File: src/clcc_pkg.sv
// Shared types and constants of the camera line capture chunker.
package clcc_pkg;

  // Request function codes on the input channel.
  localparam logic [1:0] FUNC_ARM   = 2'd0;
  localparam logic [1:0] FUNC_SYNC  = 2'd1;
  localparam logic [1:0] FUNC_PIXEL = 2'd2;
  localparam logic [1:0] FUNC_READ  = 2'd3;

  // Result kinds on the output channel.
  localparam logic [1:0] KIND_READ  = 2'd0;
  localparam logic [1:0] KIND_CHUNK = 2'd1;
  localparam logic [1:0] KIND_FRAME = 2'd2;

  // Configuration register indexes.
  localparam logic [0:0] CFG_MAX_LINES  = 1'b0;
  localparam logic [0:0] CFG_CHUNK_SIZE = 1'b1;

  localparam logic [9:0]  MAX_LINES_RESET  = 10'd290;
  localparam logic [10:0] CHUNK_SIZE_RESET = 11'd355;
  localparam logic [10:0] MIN_CHUNK        = 11'd64;
  localparam logic [3:0]  LAST_SEQ         = 4'd15;

  // Controller to datapath commands.
  typedef struct packed {
    logic clear_lines;  // frame start: zero the line count
    logic start_line;   // line start: zero pixel count and overflow
    logic pixel;        // store a pixel byte or flag overflow
    logic line_end;     // bump line count, set up chunk walk
    logic read_issue;   // launch a line store read
    logic load_read;    // put read data into the output register
    logic load_frame;   // put frame done into the output register
    logic load_chunk;   // put next chunk into the output register, advance
  } cmd_t;

  // Datapath to controller status.
  typedef struct packed {
    logic out_free;     // output register can take a result this cycle
    logic frame_end;    // next line end completes the frame
    logic line_empty;   // no bytes stored on the current line
    logic chunk_last;   // the pending chunk is the final one
  } status_t;

endpackage

File: src/clcc_ctrl.sv
// Controller: sync phase tracking and request sequencing.
module clcc_ctrl (
  input  logic                clk,
  input  logic                rst,
  input  logic                in_valid,
  input  logic [1:0]          func,
  output logic                in_ready,
  input  clcc_pkg::status_t   st,
  output clcc_pkg::cmd_t      cmd
);

  typedef enum logic [1:0] {
    S_IDLE,
    S_READ,
    S_CHUNK
  } state_t;

  typedef enum logic [1:0] {
    PH_IDLE,
    PH_FRAME,
    PH_LINE,
    PH_IN
  } phase_t;

  state_t state, state_next;
  phase_t phase, phase_next;
  logic   accept;

  assign in_ready = (state == S_IDLE) && st.out_free;
  assign accept   = in_valid && in_ready;

  always_comb begin
    state_next = state;
    phase_next = phase;
    cmd        = '0;
    case (state)
      S_IDLE: begin
        if (accept) begin
          case (func)
            clcc_pkg::FUNC_ARM: begin
              if (phase == PH_IDLE) phase_next = PH_FRAME;
            end
            clcc_pkg::FUNC_SYNC: begin
              case (phase)
                PH_FRAME: begin
                  cmd.clear_lines = 1'b1;
                  phase_next      = PH_LINE;
                end
                PH_LINE: begin
                  cmd.start_line = 1'b1;
                  phase_next     = PH_IN;
                end
                PH_IN: begin
                  cmd.line_end = 1'b1;
                  if (st.frame_end) begin
                    cmd.load_frame = 1'b1;
                    phase_next     = PH_IDLE;
                  end else begin
                    phase_next = PH_LINE;
                    if (!st.line_empty) state_next = S_CHUNK;
                  end
                end
                default: begin
                  phase_next = phase;
                end
              endcase
            end
            clcc_pkg::FUNC_PIXEL: begin
              if (phase == PH_IN) cmd.pixel = 1'b1;
            end
            default: begin
              cmd.read_issue = 1'b1;
              state_next     = S_READ;
            end
          endcase
        end
      end
      S_READ: begin
        if (st.out_free) begin
          cmd.load_read = 1'b1;
          state_next    = S_IDLE;
        end
      end
      S_CHUNK: begin
        if (st.out_free) begin
          cmd.load_chunk = 1'b1;
          if (st.chunk_last) state_next = S_IDLE;
        end
      end
      default: begin
        state_next = S_IDLE;
      end
    endcase
  end

  always_ff @(posedge clk) begin
    if (rst) begin
      state <= S_IDLE;
      phase <= PH_IDLE;
    end else begin
      state <= state_next;
      phase <= phase_next;
    end
  end

endmodule

File: config.mk
export PLATFORM = sky130hd
export DESIGN_NAME = clcc_ctrl
export DESIGN_NICKNAME = d
export VERILOG_FILES = /design/src/clcc_pkg.sv /design/src/clcc_ctrl.sv
export SDC_FILE = /design/constraint.sdc
export NUM_CORES = 1
export LEC_CHECK = 0
export BUFFER_PORTS_ARGS = -buffer_cell sky130_fd_sc_hd__buf_2
export CORE_AREA = 10 10 47 49
export CTS_BUF_LIST = sky130_fd_sc_hd__clkbuf_4
export CTS_CLUSTER_DIAMETER = 120
export DETAILED_ROUTE_END_ITERATION = 10
export DIE_AREA = 0 0 57 59
export GPL_TIMING_DRIVEN = 0
export PLACE_DENSITY_LB_ADDON = 0.15
export SETUP_SLACK_MARGIN = 0.02
export SLEW_MARGIN = 0
export SYNTH_ARGS = -nofsm -noshare
export SYNTH_HDL_FRONTEND = slang
export SYNTH_SLANG_ARGS = --single-unit
File: constraint.sdc
create_clock -name clk -period 2.2 [get_ports clk]
set_clock_uncertainty 0.15 [all_clocks]
set_input_delay 0.22 -clock clk [delete_from_list [all_inputs] [get_ports clk]]
set_output_delay 0.22 -clock clk [all_outputs]
set_load 0.02 [all_outputs]
After elaboration in Yosys (flattened, before gate mapping)
Index checks and enable logic that the tools add are counted.
{"block": "op_classes", "eq_ne": 17, "muxes": 30, "n_reduce_logical": 10}
{"operator": "$mux W2", "count": 10}
{"operator": "$mux W1", "count": 14}
{"operator": "$ne A2 B2 Y1 const B", "count": 6}
{"operator": "$pmux W2 S3", "count": 2}
{"operator": "$mux W5", "count": 2}
{"operator": "$ne A3 B3 Y1 const B", "count": 3}
{"operator": "$eq A2 B2 Y1 const B", "count": 4}
{"operator": "$pmux W2 S2", "count": 2}
{"operator": "$reduce_and A8 Y1", "count": 1}
{"operator": "$eq A2 B1 Y1 const B", "count": 3}
{"operator": "$logic_not A2 Y1", "count": 3}
{"operator": "$reduce_and A5 Y1", "count": 1}
{"operator": "$ne A4 B2 Y1 const B", "count": 1}
{"operator": "$reduce_or A3 Y1", "count": 1}
{"operator": "$logic_and A1 B1 Y1", "count": 2}
{"operator": "$reduce_bool A2 Y1", "count": 1}
{"operator": "$reduce_or A2 Y1", "count": 1}
{"block": "totals", "regBits": 4, "inputBits": 9, "output_inout_bits": 9}

Depth between registers and ports, before layout
Gate-level depths: netlist of the first run.
{"block": "depth", "word_depth": 6, "depth_mapped": 5, "depth_no_buf": 5}

Worst setup path before layout of the first run
OpenSTA, ideal clock, no wires.
{"block": "synth_timing", "path_kind": "register -> register", "start": "reg phase[0]", "end": "reg phase[0]", "arrival_ns": 1.484, "path_buffers": 0, "setup_ns": 0.086, "required_ns": 1.964, "path_stages_with_launch": 6, "slack_ns": 0.480, "path_cell_list": "dfxtp_1 > inv_1 > ha_1 > nor3b_1 > or4b_4 > a221oi_2"}
{"block": "synth_between", "elab_chain_len": 3}
{"item": "from (decl)", "line_no": "clcc_ctrl.sv:26", "text": "phase_t phase, phase_next;"}
{"item": "from (signal assigned)", "line_no": "clcc_ctrl.sv:102", "text": "phase <= phase_next;"}
{"item": "$eq A2 B2 Y1, or another cell as far along", "line_no": "clcc_ctrl.sv:44", "text": "case (phase)"}
{"item": "$pmux W2 S3, or another cell as far along", "line_no": "clcc_ctrl.sv:44"}
{"item": "$pmux W2 S2 or $reduce_and A5 Y1 (tied branches)"}
Several ways; a longest one is shown, not always the timed one.
A chain may end at the register's enable or synchronous reset.

==> results.py, run 1 <==
metrics = {
    "critical_path": {
        "worstPathCellList": "and4bb_1 > and3b_2 > and3_1 > buf_2",
        "endpoint_kind": "output pin",
        "reg2reg_to": "phase[0]",
        "r2r_slack_ns": 0.39,
        "path_max_fanout": 6,
        "cp.arrival_ns": 1.47,
        "reg2reg_depth": 5,
        "cp.required_ns": 1.83,
        "critPathKind": "reg2out",
        "critPathSlowestCell": "and4bb_1",
        "max_stage_delay_ns": 0.33,
        "reg2reg_from": "phase[1]",
        "cp-start-kind": "register",
    },
    "sta": {
        "fin_crit_ns": 1.84,
        "finalHoldViolCount": 0,
        "period_share": 0.834,
        "maxSlewHeadroom": 0.756,
        "setup_violations": 0,
        "worst_slack_ns": 0.365,
        "rsz0062_at_grt": "no",
        "fmax_mhz": 545,
        "slew_violations": 0,
        "worstMarginPinSlew_ns": 0.357,
        "fin_setup_tns_ns": 0,
    },
    "detailed_routing": {
        "drt_iter0_drc": 2,
        "vias_per_cell": 4.49,
        "dr.pass1.iters": 4,
        "wl_um": 911,
        "drc_errors": 0,
        "vias": 341,
        "postRouteAntennaNets": 0,
        "wire_per_inst_um": 12.0,
    },
    "logic_synthesis": {
        "ys_ff_latch": 4,
        "yosysSeqAreaShare": 0.227,
        "syn_area_um2": 353,
        "synth_cells": 40,
        "async_flop_share": 0,
        "syn_avg_cell_area_um2": 8.82,
        "ys_types": 19,
        "netlist.area_leader.share": 0.227,
        "synth_fp_nets": 53,
        "synth_area_leaders": "dfxtp_1, ha_1, nor3b_1, and2_1, a221oi_2",
        "yosysWarnings": 0,
        "synth_edf_count": 0,
        "synth_top_flop_cell": "dfxtp_1",
        "yosys.area.top_type": "dfxtp_1",
    },
    "global_route": {
        "grt_max_degree": 8,
        "grt_antenna_before_repair": 0,
        "grt_pass1_vias": 366,
        "overflow": 0,
        "track_usage": 0.0545,
        "grt_pass1_wl_um": 1490,
    },
    "min_path": {
        "whs_path_depth": 2,
        "hp-start": "rst",
        "hold_class": "in2reg",
        "hold_path_end": "phase[0]",
    },
    "die": {
        "rows": 14,
        "die_area_um2": 3360,
        "die_h_um": 59,
        "die_w_um": 57,
        "coreArea_um2": 1400,
        "num_io_pins": 18,
        "start_util": 0.252,
    },
    "clocking": {
        "clkTransAtPathRegs_ns": 0.04,
        "cts_sinks": 4,
        "post-cts-setup-buffers": 0,
        "ctsRootBufferMaster": "clkbuf_4",
        "cts_tree": "yes",
        "cts_resized": 0,
        "clockBufferDepth": 2,
        "cts_buffers": 3,
        "clk_latency_ns": 0.23,
        "cts_hold_buf": 0,
        "cts_htree_levels": 1,
    },
    "place": {
        "port-buffer-count": 17,
        "hpwl_um": 768,
        "place.gp.congestion": 0.683,
        "dpl_worst_slack_ns": 0.388,
    },
    "layout": {
        "fin_nets": 75,
        "fill_cells": 166,
        "drive_gt1_frac": 0.433,
        "n_antenna_cell": 0,
        "syn_to_final_growth_pct": 36.2,
    },
    "flow_run": {
        "cap_violations": 0,
    },
    "power": {
        "switching_share": 0.228,
        "vdd_drop_max_v": 0.000204,
        "cell_internal_pwr_mw": 0.150,
        "leakagePower_nw": 0.255,
        "pwr-share-comb": 0.164,
        "p_seq_frac": 0.390,
        "p_clk_frac": 0.446,
        "p_switching_mw": 0.0443,
        "pwr_density_cell_nw_per_um2": 405,
    },
    "run_status": {
        "status": "completed",
    },
}
[critical path, delay by kind of cell, from the launching register on]
family,cells,cell delay [ns]
DFF,1,0.32
buffers and inverters,1,0.16
and+or+nand+nor,3,0.76
[per-layer routing]
metal,part of all wire,GRT usage,up-vias
met5,0,0,-
met4,0,0.0503,0
met3,0.065,0.0193,0
met2,0.50,0.0915,9
met1,0.44,0.0513,145
li1,-,-,187
[logic make-up (layout without fill, tap and decap cells)]
family | after synthesis | in the layout | synth area share
DFF | 4 | 4 | 0.227
buffers and inverters | 4 | 24 | 0.0425
muxes | 1 | 1 | 0.0284
and+or+nand+nor | 21 | 21 | 0.415
adders and majority gates | 4 | 4 | 0.142
AOI/OAI and AO/OA | 6 | 6 | 0.145
[final cells by class]
class / count / area, um^2 / share of cell area
clock buffers: 3 / 22.5 / 0.0469
flip-flops and latches: 4 / 80.1 / 0.167
well taps: 16 / 20.0 / 0.0417
multi-input cells: 32 / 258 / 0.536
inverters: 4 / 15.0 / 0.0312
repair buffers: 17 / 85.1 / 0.177
[power groups by stage]
stage | clock network (mW) | registers [mW] | logic [mW]
floorplan | 0 | 0.0766 | 0.0173
global placement | 0 | 0.0770 | 0.0325
detailed placement | 0 | 0.0770 | 0.0323
CTS | 0.0941 | 0.0759 | 0.0323
global route | 0.0947 | 0.0761 | 0.0358
finish | 0.0869 | 0.0759 | 0.0319
[through the flow]
step | std cells | total power, mW | hold WS (ns) | instance area (um^2) | util
final | 76 | 0.195 | 0.0609 | 480 | 0.343
after global routing | 76 | 0.207 | 0.0773 | 480 | 0.343
after CTS | 76 | 0.202 | 0.0582 | 480 | 0.343
after detailed placement | 73 | 0.109 | 0.306 | 458 | 0.327
after global placement | 73 | 0.110 | 0.308 | 458 | 0.327
after floorplan | 40 | 0.0940 | 0.136 | 353 | -
[cell usage in the layout, fill, tap and decap left out, types with 2 or more instances in the layout]
cell      instances
buf_2            17
and2_1            4
inv_1             4
nor2_1            4
nor3b_1           4
ha_1              4
dfxtp_1           4
clkbuf_4          3
and3_2            2
o21ai_0           2
nand2_1           2
[registers in the layout, summed over array words and instances (netlist names)]
register / count
phase: 2
state: 2
[worst max-delay path by stage]
stage             start       end  slack [ns]
2_1_floorplan  phase[0]  phase[0]        0.48
3_3_place_gp   phase[0]  phase[0]        0.38
3_5_place_dp   phase[1]  phase[0]        0.39
4_1_cts        state[0]    cmd[1]        0.35
5_1_grt        state[0]    cmd[1]        0.27
6_report       state[1]    cmd[1]        0.36
(Power assumes the default switching activity.)
==> inputs of run 2 (changes only) <==
--- a/config.mk
+++ b/config.mk
@@ -5,12 +5,13 @@
 export SDC_FILE = /design/constraint.sdc
 export NUM_CORES = 1
 export LEC_CHECK = 0
+export ABC_AREA = 1
 export BUFFER_PORTS_ARGS = -buffer_cell sky130_fd_sc_hd__buf_2
-export CORE_AREA = 10 10 47 49
+export CORE_MARGIN = 10
+export CORE_UTILIZATION = 30
 export CTS_BUF_LIST = sky130_fd_sc_hd__clkbuf_4
 export CTS_CLUSTER_DIAMETER = 120
 export DETAILED_ROUTE_END_ITERATION = 10
-export DIE_AREA = 0 0 57 59
 export GPL_TIMING_DRIVEN = 0
 export PLACE_DENSITY_LB_ADDON = 0.15
 export SETUP_SLACK_MARGIN = 0.02
==> constraint.sdc (replaced) <==
create_clock -name clk -period 1.6 [get_ports clk]
set_clock_uncertainty 0.15 [all_clocks]
set_input_delay 0.16 -clock clk [delete_from_list [all_inputs] [get_ports clk]]
set_output_delay 0.16 -clock clk [all_outputs]
set_load 0.02 [all_outputs]
==> results.py, run 2 <==
metrics = {
    "run_status": {
        "status": "completed",
    },
    "logic_synthesis": {
        "netlist.area_leader.share": 0.189,
        "synth_area_leaders": "dfxtp_1, inv_1, ha_1, nand2_1, nor2_4",
        "yosys.area.top_type": "dfxtp_1",
        "syn_avg_cell_area_um2": 6.33,
        "synth_edf_count": 0,
        "syn_area_um2": 424,
        "async_flop_share": 0,
        "synth_cells": 67,
        "ys_ff_latch": 4,
        "synthTopCellsByCount": "inv_1, nand2_1, nor2_1",
        "synth_most_common_cell": "inv_1",
        "synth_fp_nets": 80,
        "synth_top_flop_cell": "dfxtp_1",
        "ys_types": 16,
        "yosysWarnings": 0,
        "yosysSeqAreaShare": 0.189,
    },
    "layout": {
        "final_cell_count_no_fill": 107,
        "reg.largest.list": "phase: 2 flops, state: 2 flops",
        "drive_gt1_frac": 0.380,
        "fin_nets": 107,
        "syn_to_final_growth_pct": 49.9,
        "layout_common_cells": "inv_1, nand2_1, buf_2",
        "mostFrequentLayoutCell": "inv_1",
        "design_area_um2": 636,
        "n_antenna_cell": 0,
    },
    "detailed_routing": {
        "drc_errors": 0,
        "drt_iter0_drc": 9,
        "wl_um": 1160,
        "vias": 504,
        "dr.pass1.iters": 5,
        "vias_per_cell": 4.71,
        "postRouteAntennaNets": 0,
        "wire_per_inst_um": 10.9,
    },
    "global_route": {
        "grt_pass1_wl_um": 1870,
        "grt_antenna_before_repair": 0,
        "overflow": 0,
        "track_usage": 0.0695,
        "grt_max_degree": 8,
        "grt_pass1_vias": 437,
    },
    "sta": {
        "period_share": 0.985,
        "worst_slack_ns": 0.0245,
        "maxSlewHeadroom": 0.816,
        "fmax_mhz": 635,
        "worstMarginPinSlew_ns": 0.275,
        "fin_crit_ns": 1.58,
        "setup_violations": 0,
        "rsz0062_at_grt": "yes",
        "slew_violations": 0,
        "finalHoldViolCount": 0,
        "fin_setup_tns_ns": 0,
    },
    "critical_path": {
        "cp.arrival_ns": 1.27,
        "reg2reg_depth": 8,
        "r2r_slack_ns": 0.16,
        "worstPathCellList": "nor2_4 > nand3_4 > nor4_4 > buf_4",
        "critPathKind": "reg2out",
        "cp-start-kind": "register",
        "critPathSlowestCell": "dfxtp_2",
        "endpoint_kind": "output pin",
        "reg2reg_to": "phase[0]",
        "max_stage_delay_ns": 0.35,
        "cp.required_ns": 1.29,
        "path_max_fanout": 6,
        "reg2reg_from": "state[0]",
    },
    "die": {
        "die_area_um2": 3320,
        "num_io_pins": 18,
        "coreArea_um2": 1320,
        "rows": 13,
        "start_util": 0.322,
        "die_w_um": 57.6,
        "die_h_um": 57.6,
    },
    "place": {
        "hpwl_um": 913,
        "dpl_worst_slack_ns": 0.169,
        "placed_cell_area_um2": 534,
        "dp.cells": 99,
        "place.gp.congestion": 0.706,
        "port-buffer-count": 17,
    },
    "min_path": {
        "hp-start": "in_valid",
        "hold_class": "in2reg",
        "hold_path_end": "state[0]",
        "whs_path_depth": 3,
    },
    "clocking": {
        "cts_sinks": 4,
        "cts_buffers": 3,
        "ctsRootBufferMaster": "clkbuf_4",
        "clkTransAtPathRegs_ns": 0.04,
        "cts_htree_levels": 1,
        "cts_tree": "yes",
        "clockBufferDepth": 2,
        "clk_latency_ns": 0.23,
    },
    "flow_run": {
        "cap_violations": 0,
    },
    "power": {
        "pwr_density_cell_nw_per_um2": 646,
        "leakagePower_nw": 0.316,
        "power.total_mw": 0.410,
        "vdd_drop_max_v": 0.000361,
    },
}
## run 2: changes by cell type after synthesis, moves of 4 or more
cell | before | now
nand3_1 | 0 | 5
inv_1 | 4 | 14
nor3b_1 | 4 | 0
a21oi_1 | 0 | 4
nor2_1 | 4 | 8
nand2_1 | 2 | 13
and2_1 | 4 | 0
## run 2: worst max path at each step
| stage | startpoint | to | slack, ns | cells past startpoint |
|---|---|---|---|---|
| 6_report | state[0] | cmd[5] | 0.02 | 4 |
| 2_1_floorplan | state[0] | cmd[3] | -0.02 | 3 |
| 4_1_cts | phase[0] | cmd[5] | 0.04 | 4 |
| 3_3_place_gp | phase[0] | phase[1] | 0.17 | 5 |
| 5_1_grt | state[0] | cmd[5] | -0.08 | 4 |
| 3_5_place_dp | phase[0] | phase[0] | 0.17 | 5 |
## run 2: logic make-up (layout without fill, tap and decap cells)
kind of cell	count (synthesis)	in the layout	share of synthesized area
fa+ha+maj	4	4	0.118
compound gates	9	9	0.121
buf+inv	14	39	0.124
flops	4	4	0.189
simple gates	36	36	0.448
## run 2: final cells by class
class	count	area [um^2]
Tap cell	15	18.8
Timing Repair Buffer	22	148
Inverter	14	52.6
Sequential cell	4	85.1
Multi-Input combinational cell	49	309
Fill cell	134	682
Clock buffer	3	22.5
## run 2: what timing repair did
action / in CTS / in global routing
buffers inserted: 1 / 3
resized for setup: 4 / 6
hold endpoints to repair: 1 / 0
hold buffers: 1 / 0
pin swaps: 1 / 3
endpoints found under the setup margin: 3 / 4
## run 2: critical path, delay by kind of cell (launching register included)
| family | cells | cell delay (ns) |
|---|---|---|
| flip-flops | 1 | 0.35 |
| buffers and inverters | 1 | 0.18 |
| AND/OR/NAND/NOR | 3 | 0.51 |
## run 2: routing by layer
metal	GRT usage	part of all wire
met1	0.0789	0.41
met2	0.106	0.53
met3	0.0221	0.046
met4	0.0503	0.0077
met5	0	0
## run 2: power breakdown
part           total (mW)  switching (mW)  internal [mW]
logic               0.166          0.0924         0.0731
clock network       0.121          0.0373         0.0836
registers           0.124          0.0129          0.111
total               0.410           0.143          0.268
## run 2: through the flow
| stage | hold WS [ns] | utilization |
|---|---|---|
| 2_1_floorplan | 0.0791 | - |
| 3_3_place_gp | 0.185 | 0.406 |
| 3_5_place_dp | 0.189 | 0.406 |
| 4_1_cts | 0.113 | 0.442 |
| 5_1_grt | 0.145 | 0.482 |
| 6_report | 0.117 | 0.482 |
